<file path="config.mk">
export PLATFORM = sky130hd
export DESIGN_NAME = byte_quint_regrouper
export DESIGN_NICKNAME = d
export VERILOG_FILES = /design/src/rtl/brq_pkg.sv /design/src/rtl/brq_front.sv /design/src/rtl/brq_queue.sv /design/src/rtl/brq_back.sv /design/src/rtl/byte_quint_regrouper.sv
export SDC_FILE = /design/constraint.sdc
export NUM_CORES = 1
export LEC_CHECK = 0
export BUFFER_PORTS_ARGS = -buffer_cell sky130_fd_sc_hd__buf_2
export CELL_PAD_IN_SITES_DETAIL_PLACEMENT = 1
export CELL_PAD_IN_SITES_GLOBAL_PLACEMENT = 1
export CORE_MARGIN = 3
export CORE_UTILIZATION = 28
export DETAILED_ROUTE_END_ITERATION = 12
export GPL_TIMING_DRIVEN = 0
export PLACE_DENSITY = 0.57
export SYNTH_ARGS = -nofsm -noshare
export SYNTH_HDL_FRONTEND = slang
export SYNTH_SLANG_ARGS = --single-unit
export TNS_END_PERCENT = 10
</file>
<file path="constraint.sdc">
create_clock -name aclk -period 8.76 [get_ports aclk]
set_clock_uncertainty 0.1 [all_clocks]
set_input_delay 0.438 -clock aclk [delete_from_list [all_inputs] [get_ports aclk]]
set_output_delay 0.438 -clock aclk [all_outputs]
set_load 0.02 [all_outputs]
</file>
<file path="src/rtl/brq_pkg.sv">
// ----------------------------------------------------------------------------
// brq_pkg
// shared types and constants of the byte/5-bit symbol regrouper
// ----------------------------------------------------------------------------
`default_nettype none

package brq_pkg;

    localparam int BYTE_W          = 8;
    localparam int SYM_W           = 5;
    localparam int BLOCK_W         = 40;
    localparam int SYMS_PER_BLOCK  = 8;
    localparam int BYTES_PER_BLOCK = 5;
    localparam int QUEUE_DEPTH_DEF = 2;
    localparam int CNT_W           = 3;
    localparam int RUN_W           = 4;

    typedef enum logic [1:0] {
        JOB_PACK   = 2'd0,
        JOB_UNPACK = 2'd1,
        JOB_ERROR  = 2'd2
    } job_kind_t;

    typedef enum logic {
        DIR_PACK   = 1'b0,
        DIR_UNPACK = 1'b1
    } dir_t;

    typedef struct packed {
        logic [BLOCK_W-1:0] block;
        job_kind_t          kind;
        logic               eos;
    } job_t;

endpackage

`default_nettype wire

</file>
<file path="src/rtl/brq_front.sv">
// ----------------------------------------------------------------------------
// brq_front
// accepts input items, collects a 40-bit block and hands finished blocks
// (or a length error) to the job queue
// ----------------------------------------------------------------------------
`default_nettype none

module brq_front
    import brq_pkg::*;
(
    input  wire logic              aclk,
    input  wire logic              aresetn,
    input  wire logic              cfg_wr_en,
    input  wire logic              cfg_wr_data,
    input  wire logic              in_valid,
    input  wire logic [BYTE_W-1:0] in_value,
    input  wire logic              in_eos,
    output logic                   in_ready,
    input  wire logic              q_full,
    output logic                   push,
    output job_t                   push_job
);

    dir_t               dir_reg,   dir_next;
    logic [BLOCK_W-1:0] acc_reg,   acc_next;
    logic [CNT_W-1:0]   cnt_reg,   cnt_next;

    logic [BLOCK_W-1:0] acc_shifted;
    logic [CNT_W-1:0]   cnt_inc;
    logic [CNT_W-1:0]   pad_syms;
    logic [5:0]         pad_bits;
    logic               accept;

    assign in_ready = !q_full;
    assign accept   = in_valid && in_ready;
    assign cnt_inc  = cnt_reg + CNT_W'(1);
    assign pad_syms = CNT_W'(0) - cnt_inc;
    assign pad_bits = 6'(pad_syms) * 6'(SYM_W);

    always_comb begin
        acc_shifted = (dir_reg == DIR_UNPACK)
                    ? {acc_reg[BLOCK_W-SYM_W-1:0], in_value[SYM_W-1:0]}
                    : {acc_reg[BLOCK_W-BYTE_W-1:0], in_value};
        dir_next       = dir_reg;
        acc_next       = acc_reg;
        cnt_next       = cnt_reg;
        push           = 1'b0;
        push_job.block = acc_shifted;
        push_job.kind  = JOB_PACK;
        push_job.eos   = in_eos;

        if (cfg_wr_en) begin
            dir_next = dir_t'(cfg_wr_data);
            acc_next = '0;
            cnt_next = '0;
        end else if (accept) begin
            acc_next = acc_shifted;
            cnt_next = cnt_inc;
            if (dir_reg == DIR_PACK) begin
                if (cnt_inc == CNT_W'(BYTES_PER_BLOCK)) begin
                    push     = 1'b1;
                    acc_next = '0;
                    cnt_next = '0;
                end else if (in_eos) begin
                    push           = 1'b1;
                    push_job.kind  = JOB_ERROR;
                    push_job.block = '0;
                    acc_next       = '0;
                    cnt_next       = '0;
                end
            end else begin
                if (cnt_inc == '0 || in_eos) begin
                    push           = 1'b1;
                    push_job.kind  = JOB_UNPACK;
                    push_job.block = acc_shifted << pad_bits;
                    acc_next       = '0;
                    cnt_next       = '0;
                end
            end
        end
    end

    always_ff @(posedge aclk) begin
        if (!aresetn) begin
            dir_reg <= DIR_PACK;
            acc_reg <= '0;
            cnt_reg <= '0;
        end else begin
            dir_reg <= dir_next;
            acc_reg <= acc_next;
            cnt_reg <= cnt_next;
        end
    end

    a_pack_count: assert property (@(posedge aclk) disable iff (!aresetn)
        (dir_reg == DIR_PACK) |-> (cnt_reg < CNT_W'(BYTES_PER_BLOCK)))
        else $error("pack block count beyond block size");

endmodule

`default_nettype wire

</file>
<file path="src/rtl/brq_queue.sv">
// ----------------------------------------------------------------------------
// brq_queue
// short job queue between the front and back parts
// ----------------------------------------------------------------------------
`default_nettype none

module brq_queue
    import brq_pkg::*;
#(
    parameter int DEPTH = QUEUE_DEPTH_DEF
) (
    input  wire logic aclk,
    input  wire logic aresetn,
    input  wire logic push,
    input  wire job_t push_job,
    input  wire logic pop,
    output logic      full,
    output logic      head_valid,
    output job_t      head_job
);

    localparam int PTR_W  = (DEPTH > 1) ? $clog2(DEPTH) : 1;
    localparam int FILL_W = $clog2(DEPTH + 1);

    job_t              mem_reg [DEPTH];
    logic [PTR_W-1:0]  wr_ptr_reg, wr_ptr_next;
    logic [PTR_W-1:0]  rd_ptr_reg, rd_ptr_next;
    logic [FILL_W-1:0] count_reg,  count_next;

    assign full       = (count_reg == FILL_W'(DEPTH));
    assign head_valid = (count_reg != '0);
    assign head_job   = mem_reg[rd_ptr_reg];

    always_comb begin
        wr_ptr_next = wr_ptr_reg;
        rd_ptr_next = rd_ptr_reg;
        count_next  = count_reg;
        if (push) begin
            wr_ptr_next = (wr_ptr_reg == PTR_W'(DEPTH - 1)) ? '0 : wr_ptr_reg + PTR_W'(1);
        end
        if (pop) begin
            rd_ptr_next = (rd_ptr_reg == PTR_W'(DEPTH - 1)) ? '0 : rd_ptr_reg + PTR_W'(1);
        end
        if (push && !pop) begin
            count_next = count_reg + FILL_W'(1);
        end else if (pop && !push) begin
            count_next = count_reg - FILL_W'(1);
        end
    end

    always_ff @(posedge aclk) begin
        if (!aresetn) begin
            wr_ptr_reg <= '0;
            rd_ptr_reg <= '0;
            count_reg  <= '0;
        end else begin
            wr_ptr_reg <= wr_ptr_next;
            rd_ptr_reg <= rd_ptr_next;
            count_reg  <= count_next;
        end
    end

    always_ff @(posedge aclk) begin
        if (push) begin
            mem_reg[wr_ptr_reg] <= push_job;
        end
    end

    a_no_overflow: assert property (@(posedge aclk) disable iff (!aresetn)
        full |-> !push)
        else $error("push into full job queue");

    a_no_underflow: assert property (@(posedge aclk) disable iff (!aresetn)
        !head_valid |-> !pop)
        else $error("pop from empty job queue");

endmodule

`default_nettype wire

</file>
<file path="src/rtl/brq_back.sv">
// ----------------------------------------------------------------------------
// brq_back
// takes jobs from the queue and emits their results one per cycle while tready
// is high, through a registered output stage
// ----------------------------------------------------------------------------
`default_nettype none

module brq_back
    import brq_pkg::*;
(
    input  wire logic               aclk,
    input  wire logic               aresetn,
    input  wire logic               q_valid,
    input  wire job_t               q_job,
    output logic                    q_pop,
    output logic                    m_axis_tvalid,
    input  wire logic               m_axis_tready,
    output logic [BYTE_W-1:0]       m_axis_tdata,   // result_value
    output logic                    m_axis_tlast,   // run_last
    output logic [1:0]              m_axis_tuser    // stream_done, length_error
);

    logic               active_reg, active_next;
    logic [BLOCK_W-1:0] shift_reg,  shift_next;
    logic [RUN_W-1:0]   remain_reg, remain_next;
    job_kind_t          kind_reg,   kind_next;
    logic               eos_reg,    eos_next;

    logic               mvalid_reg, mvalid_next;
    logic [BYTE_W-1:0]  mdata_reg,  mdata_next;
    logic               mlast_reg,  mlast_next;
    logic [1:0]         muser_reg,  muser_next;

    logic               out_free;
    logic [BLOCK_W-1:0] cur_block;
    job_kind_t          cur_kind;
    logic               cur_eos;
    logic [RUN_W-1:0]   cur_cnt;
    logic [RUN_W-1:0]   job_total;
    logic               cur_final;

    assign out_free = !mvalid_reg || m_axis_tready;

    always_comb begin
        case (q_job.kind)
            JOB_PACK:   job_total = RUN_W'(SYMS_PER_BLOCK);
            JOB_UNPACK: job_total = RUN_W'(BYTES_PER_BLOCK);
            default:    job_total = RUN_W'(1);
        endcase
    end

    always_comb begin
        cur_block = active_reg ? shift_reg  : q_job.block;
        cur_kind  = active_reg ? kind_reg   : q_job.kind;
        cur_eos   = active_reg ? eos_reg    : q_job.eos;
        cur_cnt   = active_reg ? remain_reg : job_total;
        cur_final = (cur_cnt == RUN_W'(1));

        active_next = active_reg;
        shift_next  = shift_reg;
        remain_next = remain_reg;
        kind_next   = kind_reg;
        eos_next    = eos_reg;
        mvalid_next = mvalid_reg;
        mdata_next  = mdata_reg;
        mlast_next  = mlast_reg;
        muser_next  = muser_reg;
        q_pop       = 1'b0;

        if (out_free) begin
            mvalid_next = 1'b0;
            if (active_reg || q_valid) begin
                q_pop       = !active_reg;
                mvalid_next = 1'b1;
                mlast_next  = cur_final;
                muser_next  = {cur_kind == JOB_ERROR, cur_eos && cur_final};
                kind_next   = cur_kind;
                eos_next    = cur_eos;
                remain_next = cur_cnt - RUN_W'(1);
                active_next = !cur_final;
                case (cur_kind)
                    JOB_PACK: begin
                        mdata_next = BYTE_W'(cur_block[BLOCK_W-1 -: SYM_W]);
                        shift_next = cur_block << SYM_W;
                    end
                    JOB_UNPACK: begin
                        mdata_next = cur_block[BLOCK_W-1 -: BYTE_W];
                        shift_next = cur_block << BYTE_W;
                    end
                    default: begin
                        mdata_next = '0;
                        shift_next = cur_block;
                    end
                endcase
            end
        end
    end

    always_ff @(posedge aclk) begin
        if (!aresetn) begin
            active_reg <= 1'b0;
            mvalid_reg <= 1'b0;
        end else begin
            active_reg <= active_next;
            mvalid_reg <= mvalid_next;
        end
    end

    always_ff @(posedge aclk) begin
        shift_reg  <= shift_next;
        remain_reg <= remain_next;
        kind_reg   <= kind_next;
        eos_reg    <= eos_next;
        mdata_reg  <= mdata_next;
        mlast_reg  <= mlast_next;
        muser_reg  <= muser_next;
    end

    assign m_axis_tvalid = mvalid_reg;
    assign m_axis_tdata  = mdata_reg;
    assign m_axis_tlast  = mlast_reg;
    assign m_axis_tuser  = muser_reg;

    a_error_shape: assert property (@(posedge aclk) disable iff (!aresetn)
        (mvalid_reg && muser_reg[1]) |-> (mlast_reg && muser_reg[0] && mdata_reg == '0))
        else $error("length error transaction not a lone final zero result");

    a_done_is_last: assert property (@(posedge aclk) disable iff (!aresetn)
        (mvalid_reg && muser_reg[0]) |-> (mlast_reg && !active_reg))
        else $error("stream end flagged before the end of a run");

endmodule

`default_nettype wire

</file>
<file path="src/rtl/byte_quint_regrouper.sv">
// a completed block enters the job queue; its first result then loads the output register
// throughput: one input and one result per cycle while queue has room and tready is high
// pack mode is limited by the single result port: 5 input bytes give 8 results
// unpack mode sustains one input symbol per cycle while tready is high (5 results per 8 symbols)
// reset (aresetn low, synchronous): direction returns to pack, block, queue and output cleared
// ----------------------------------------------------------------------------
// byte_quint_regrouper
// regroups a stream between bytes and 5-bit symbols, msb first, in 40-bit blocks
// ----------------------------------------------------------------------------
`default_nettype none

module byte_quint_regrouper
    import brq_pkg::*;
#(
    parameter int QUEUE_DEPTH = QUEUE_DEPTH_DEF
) (
    input  wire logic              aclk,
    input  wire logic              aresetn,
    input  wire logic              cfg_wr_en,
    input  wire logic              cfg_wr_data,
    input  wire logic              s_axis_tvalid,
    output logic                   s_axis_tready,
    input  wire logic [BYTE_W-1:0] s_axis_tdata,    // value
    input  wire logic              s_axis_tlast,    // end_of_stream
    output logic                   m_axis_tvalid,
    input  wire logic              m_axis_tready,
    output logic [BYTE_W-1:0]      m_axis_tdata,    // result_value
    output logic                   m_axis_tlast,    // run_last
    output logic [1:0]             m_axis_tuser     // stream_done, length_error
);

    logic push;
    job_t push_job;
    logic q_full;
    logic q_pop;
    logic q_valid;
    job_t q_job;

    brq_front u_front (
        .aclk        (aclk),
        .aresetn     (aresetn),
        .cfg_wr_en   (cfg_wr_en),
        .cfg_wr_data (cfg_wr_data),
        .in_valid    (s_axis_tvalid),
        .in_value    (s_axis_tdata),
        .in_eos      (s_axis_tlast),
        .in_ready    (s_axis_tready),
        .q_full      (q_full),
        .push        (push),
        .push_job    (push_job)
    );

    brq_queue #(
        .DEPTH (QUEUE_DEPTH)
    ) u_queue (
        .aclk       (aclk),
        .aresetn    (aresetn),
        .push       (push),
        .push_job   (push_job),
        .pop        (q_pop),
        .full       (q_full),
        .head_valid (q_valid),
        .head_job   (q_job)
    );

    brq_back u_back (
        .aclk          (aclk),
        .aresetn       (aresetn),
        .q_valid       (q_valid),
        .q_job         (q_job),
        .q_pop         (q_pop),
        .m_axis_tvalid (m_axis_tvalid),
        .m_axis_tready (m_axis_tready),
        .m_axis_tdata  (m_axis_tdata),
        .m_axis_tlast  (m_axis_tlast),
        .m_axis_tuser  (m_axis_tuser)
    );

endmodule

`default_nettype wire

</file>
==> impl_metrics.py <==
metrics = {
    "global_route": {
        "antenna_found_initial": 2,
        "grt_pass1_wl_um": 84310,
        "grt.overflow.total": 0,
        "track_usage_pct": 22.65,
        "use_met1_pct": 30.32,
        "grt_pass1_vias": 12040,
        "busiest_layer": "met2",
        "use_met3_pct": 3.119,
        "use_met2_pct": 36.02,
        "grt_max_degree": 38,
    },
    "cts": {
        "post_cts_buffers": 0,
        "cts_tree": "built",
        "holdBufCountCts": 0,
        "clkTransAtPathRegs_ns": 0.08,
        "htreeDepth": 4,
        "clkSinkCount": 190,
        "clock_latency_ns": 0.47,
        "cts_buffers": 17,
        "postCtsResizedCells": 0,
        "cts_buffer_depth": 2,
        "cts-root-buf": "clkbuf_16",
    },
    "routing": {
        "dr.first_iter.drc_count": 1345,
        "firstDrtPassIters": 6,
        "drt-total-wl_um": 57260,
        "vias": 12060,
        "wl_per_cell_um": 28.36,
        "antenna_left": 0,
        "drc_errors": 0,
        "viasPerCell": 5.972,
    },
    "sta": {
        "fin_crit_ns": 6.260,
        "finalHoldViolations": 0,
        "finalMaxSlewViolations": 0,
        "finalSetupTns_ns": 0,
        "tightest_slew_ns": 1.273,
        "min_period_over_period_pct": 71.46,
        "setup_viol": 0,
        "grt_setup_unrepaired": "no",
        "slew-limit-headroom_pct": 14.97,
        "fmax_mhz": 159.7,
    },
    "pwr": {
        "p_switching_uw": 1625,
        "p_int_uw": 2177,
        "power_density_mw_per_mm2": 256.2,
        "swShare_pct": 42.74,
        "power.share.clock_pct": 20.6,
        "seqPwrFrac_pct": 35.8,
        "ir_drop_v": 0.0001258,
        "combPwrFrac_pct": 43.6,
        "leakage_uw": 0.004939,
    },
    "logic_synthesis": {
        "ys_types": 74,
        "syn_area_mm2": 0.01328,
        "synth_most_common_cell": "nor2_1",
        "synth_edf_count": 144,
        "synthTopCellsByCount": "nor2_1 (210), edfxtp_1 (144), clkbuf_1 (96)",
        "yosysTopAreaCell": "edfxtp_1",
        "yosys.area.top_type_share_pct": 32.56,
        "synth.avg_cell_area_um2": 9.858,
        "netlist_top_cells_area": "edfxtp_1 (33%), mux4_2 (9.7%), dfxtp_1 (6.9%)",
        "ys.warnings.count": 0,
        "seq_area_frac_synth_pct": 39.50,
        "syn_nets": 1371,
        "synthCells": 1347,
        "async_flop_share_pct": 0,
        "synth_seq_cells": 190,
        "synth_ff_type": "edfxtp_1",
    },
    "critical_path": {
        "crit_arrival_ns": 6.37,
        "cp.required_ns": 8.87,
        "reg2reg_to": "u_queue.mem_reg[0][38]",
        "crit_type": "flip-flop to flip-flop",
        "crit_path_start_kind": "flip-flop",
        "crit_path_end_kind": "flip-flop",
        "rr_worst_depth": 18,
        "r2r_start": "u_front.cnt_reg[0]",
        "cp_max_fo": 11,
        "ff2ff_setup_slack_ns": 2.50,
    },
    "run_status": {
        "status": "finished, final reports clean",
    },
    "placed_design": {
        "dp_hpwl_um": 43920,
        "place_area_mm2": 0.01427,
        "io_buffers": 27,
        "gp_congestion": 0.9871,
        "dpl.cell_count": 1987,
    },
    "floorplan": {
        "io_pins": 28,
        "die_y_um": 223.8,
        "die_area_mm2": 0.05007,
        "start_util_pct": 28.46,
        "die_x_um": 223.8,
        "coreArea_mm2": 0.04665,
        "row_count": 79,
    },
    "final_layout": {
        "instances_no_fill": 2019,
        "largest_register_ffs": 86,
        "multi_input_comb_area_mm2": 0.007291,
        "nets": 1423,
        "fillers": 5313,
        "seqCellArea_mm2": 0.005245,
        "num_antenna_cells": 0,
        "syn2layout_area_growth_pct": 11.78,
        "stdcell_area_mm2": 0.01484,
        "layout-drive-gt1-share_pct": 15.58,
    },
    "hold_path": {
        "hold-path-endpoint": "u_queue.mem_reg[1][0]",
        "min_from": "s_axis_tlast",
        "holdPathStages": 1,
        "hold_class": "primary input to flip-flop",
    },
    "flow_run": {
        "max-cap-violations": 0,
    },
}
routing by layer:
metal  part of all wire, %  up-vias
li1                      -     5261
met1                    43     6095
met2                    45      550
met4                   5.6        2
met3                   5.8      150
met5                 0.024        -
critical path, stage by stage, from the launching register on:
cell      delay [ns]
dfxtp_1         0.32
buf_2           0.21
inv_1           0.23
buf_2           0.36
clkbuf_1        0.57
ha_1            0.36
buf_6           0.15
buf_4           0.19
buf_4           0.21
nor2b_1         0.21
nor3_1          0.63
ha_1            0.34
clkbuf_1        0.29
nor2_1          0.76
nand3_1         0.26
inv_1           0.11
a221o_1         0.14
a31oi_1         0.06
a211oi_1        0.45
cells by family after synthesis:
group / after synthesis / share of synthesized area (%)
adder cells (fa/ha/maj): 9 / 0.8480
AND/OR/NAND/NOR: 409 / 13.19
multiplexers: 187 / 20.55
flip-flops: 190 / 39.50
XOR/XNOR: 10 / 0.8762
buffers and inverters: 166 / 5.701
AO/OA/AOI/OAI: 376 / 19.33
worst max-delay path by stage:
stage,depth (start not counted),from,to,slack [ns]
floorplan,8,u_front.cnt_reg[0],u_queue.mem_reg[0][0],3.49
global placement,8,u_front.cnt_reg[0],u_queue.mem_reg[0][6],1.06
detailed placement,17,u_front.cnt_reg[0],u_queue.mem_reg[1][32],2.58
CTS,16,u_front.cnt_reg[0],u_queue.mem_reg[0][31],2.56
global route,18,u_front.cnt_reg[0],u_queue.mem_reg[1][19],2.31
finish,18,u_front.cnt_reg[0],u_queue.mem_reg[0][38],2.50
power groups by stage:
stage / logic, uW / registers [uW] / clock network (uW)
after floorplan: 1050 / 1410 / 0
after global placement: 1610 / 1410 / 0
after detailed placement: 1660 / 1380 / 0
after CTS: 1670 / 1360 / 804
after global routing: 1830 / 1380 / 840
final: 1660 / 1360 / 783
cell type report:
type / count / area share (%)
multi-input combinational: 991 / 49.12
sequential: 190 / 35.34
tap: 607 / 5.117
buffer: 148 / 4.645
clock buffer: 18 / 2.891
timing repair buffer: 33 / 1.458
clock inverter: 14 / 0.9778
inverter: 18 / 0.4552
per-stage QoR:
| stage | total power [uW] | setup slack, ns | util (%) | hold slack (ns) |
|---|---|---|---|---|
| after global placement | 3018 | 1.055 | 30.38 | 0.4302 |
| after CTS | 3835 | 2.559 | 31.81 | 0.1059 |
| after floorplan | 2462 | 3.489 | - | 0.3848 |
| final | 3802 | 2.500 | 31.81 | 0.1253 |
| after detailed placement | 3042 | 2.584 | 30.58 | 0.4561 |
| after global routing | 4053 | 2.314 | 31.81 | 0.1129 |
cell usage in the layout (no fill, tap or decap), types with 6 or more instances in the layout:
master     count
o21a_1         6
nand3_1       18
a21oi_1       77
nor3_1        46
nand2_1       83
a221o_1       10
a31oi_1       10
mux2i_1       81
nor2_1       209
buf_6          7
o211ai_1      12
dfxtp_1       46
mux4_2        57
and2_1         8
a22oi_1       22
clkbuf_16     17
ha_1           9
o31ai_1        6
nand2b_1       9
o21ai_0       89
edfxtp_1     144
a211oi_1      18
o22ai_1       16
nor2b_1       11
buf_1          9
mux2_2        41
buf_4         11
inv_1         16
clkbuf_1      97
buf_2         54
a221oi_1      48
No activity file was read; power rests on OpenSTA's default activity.
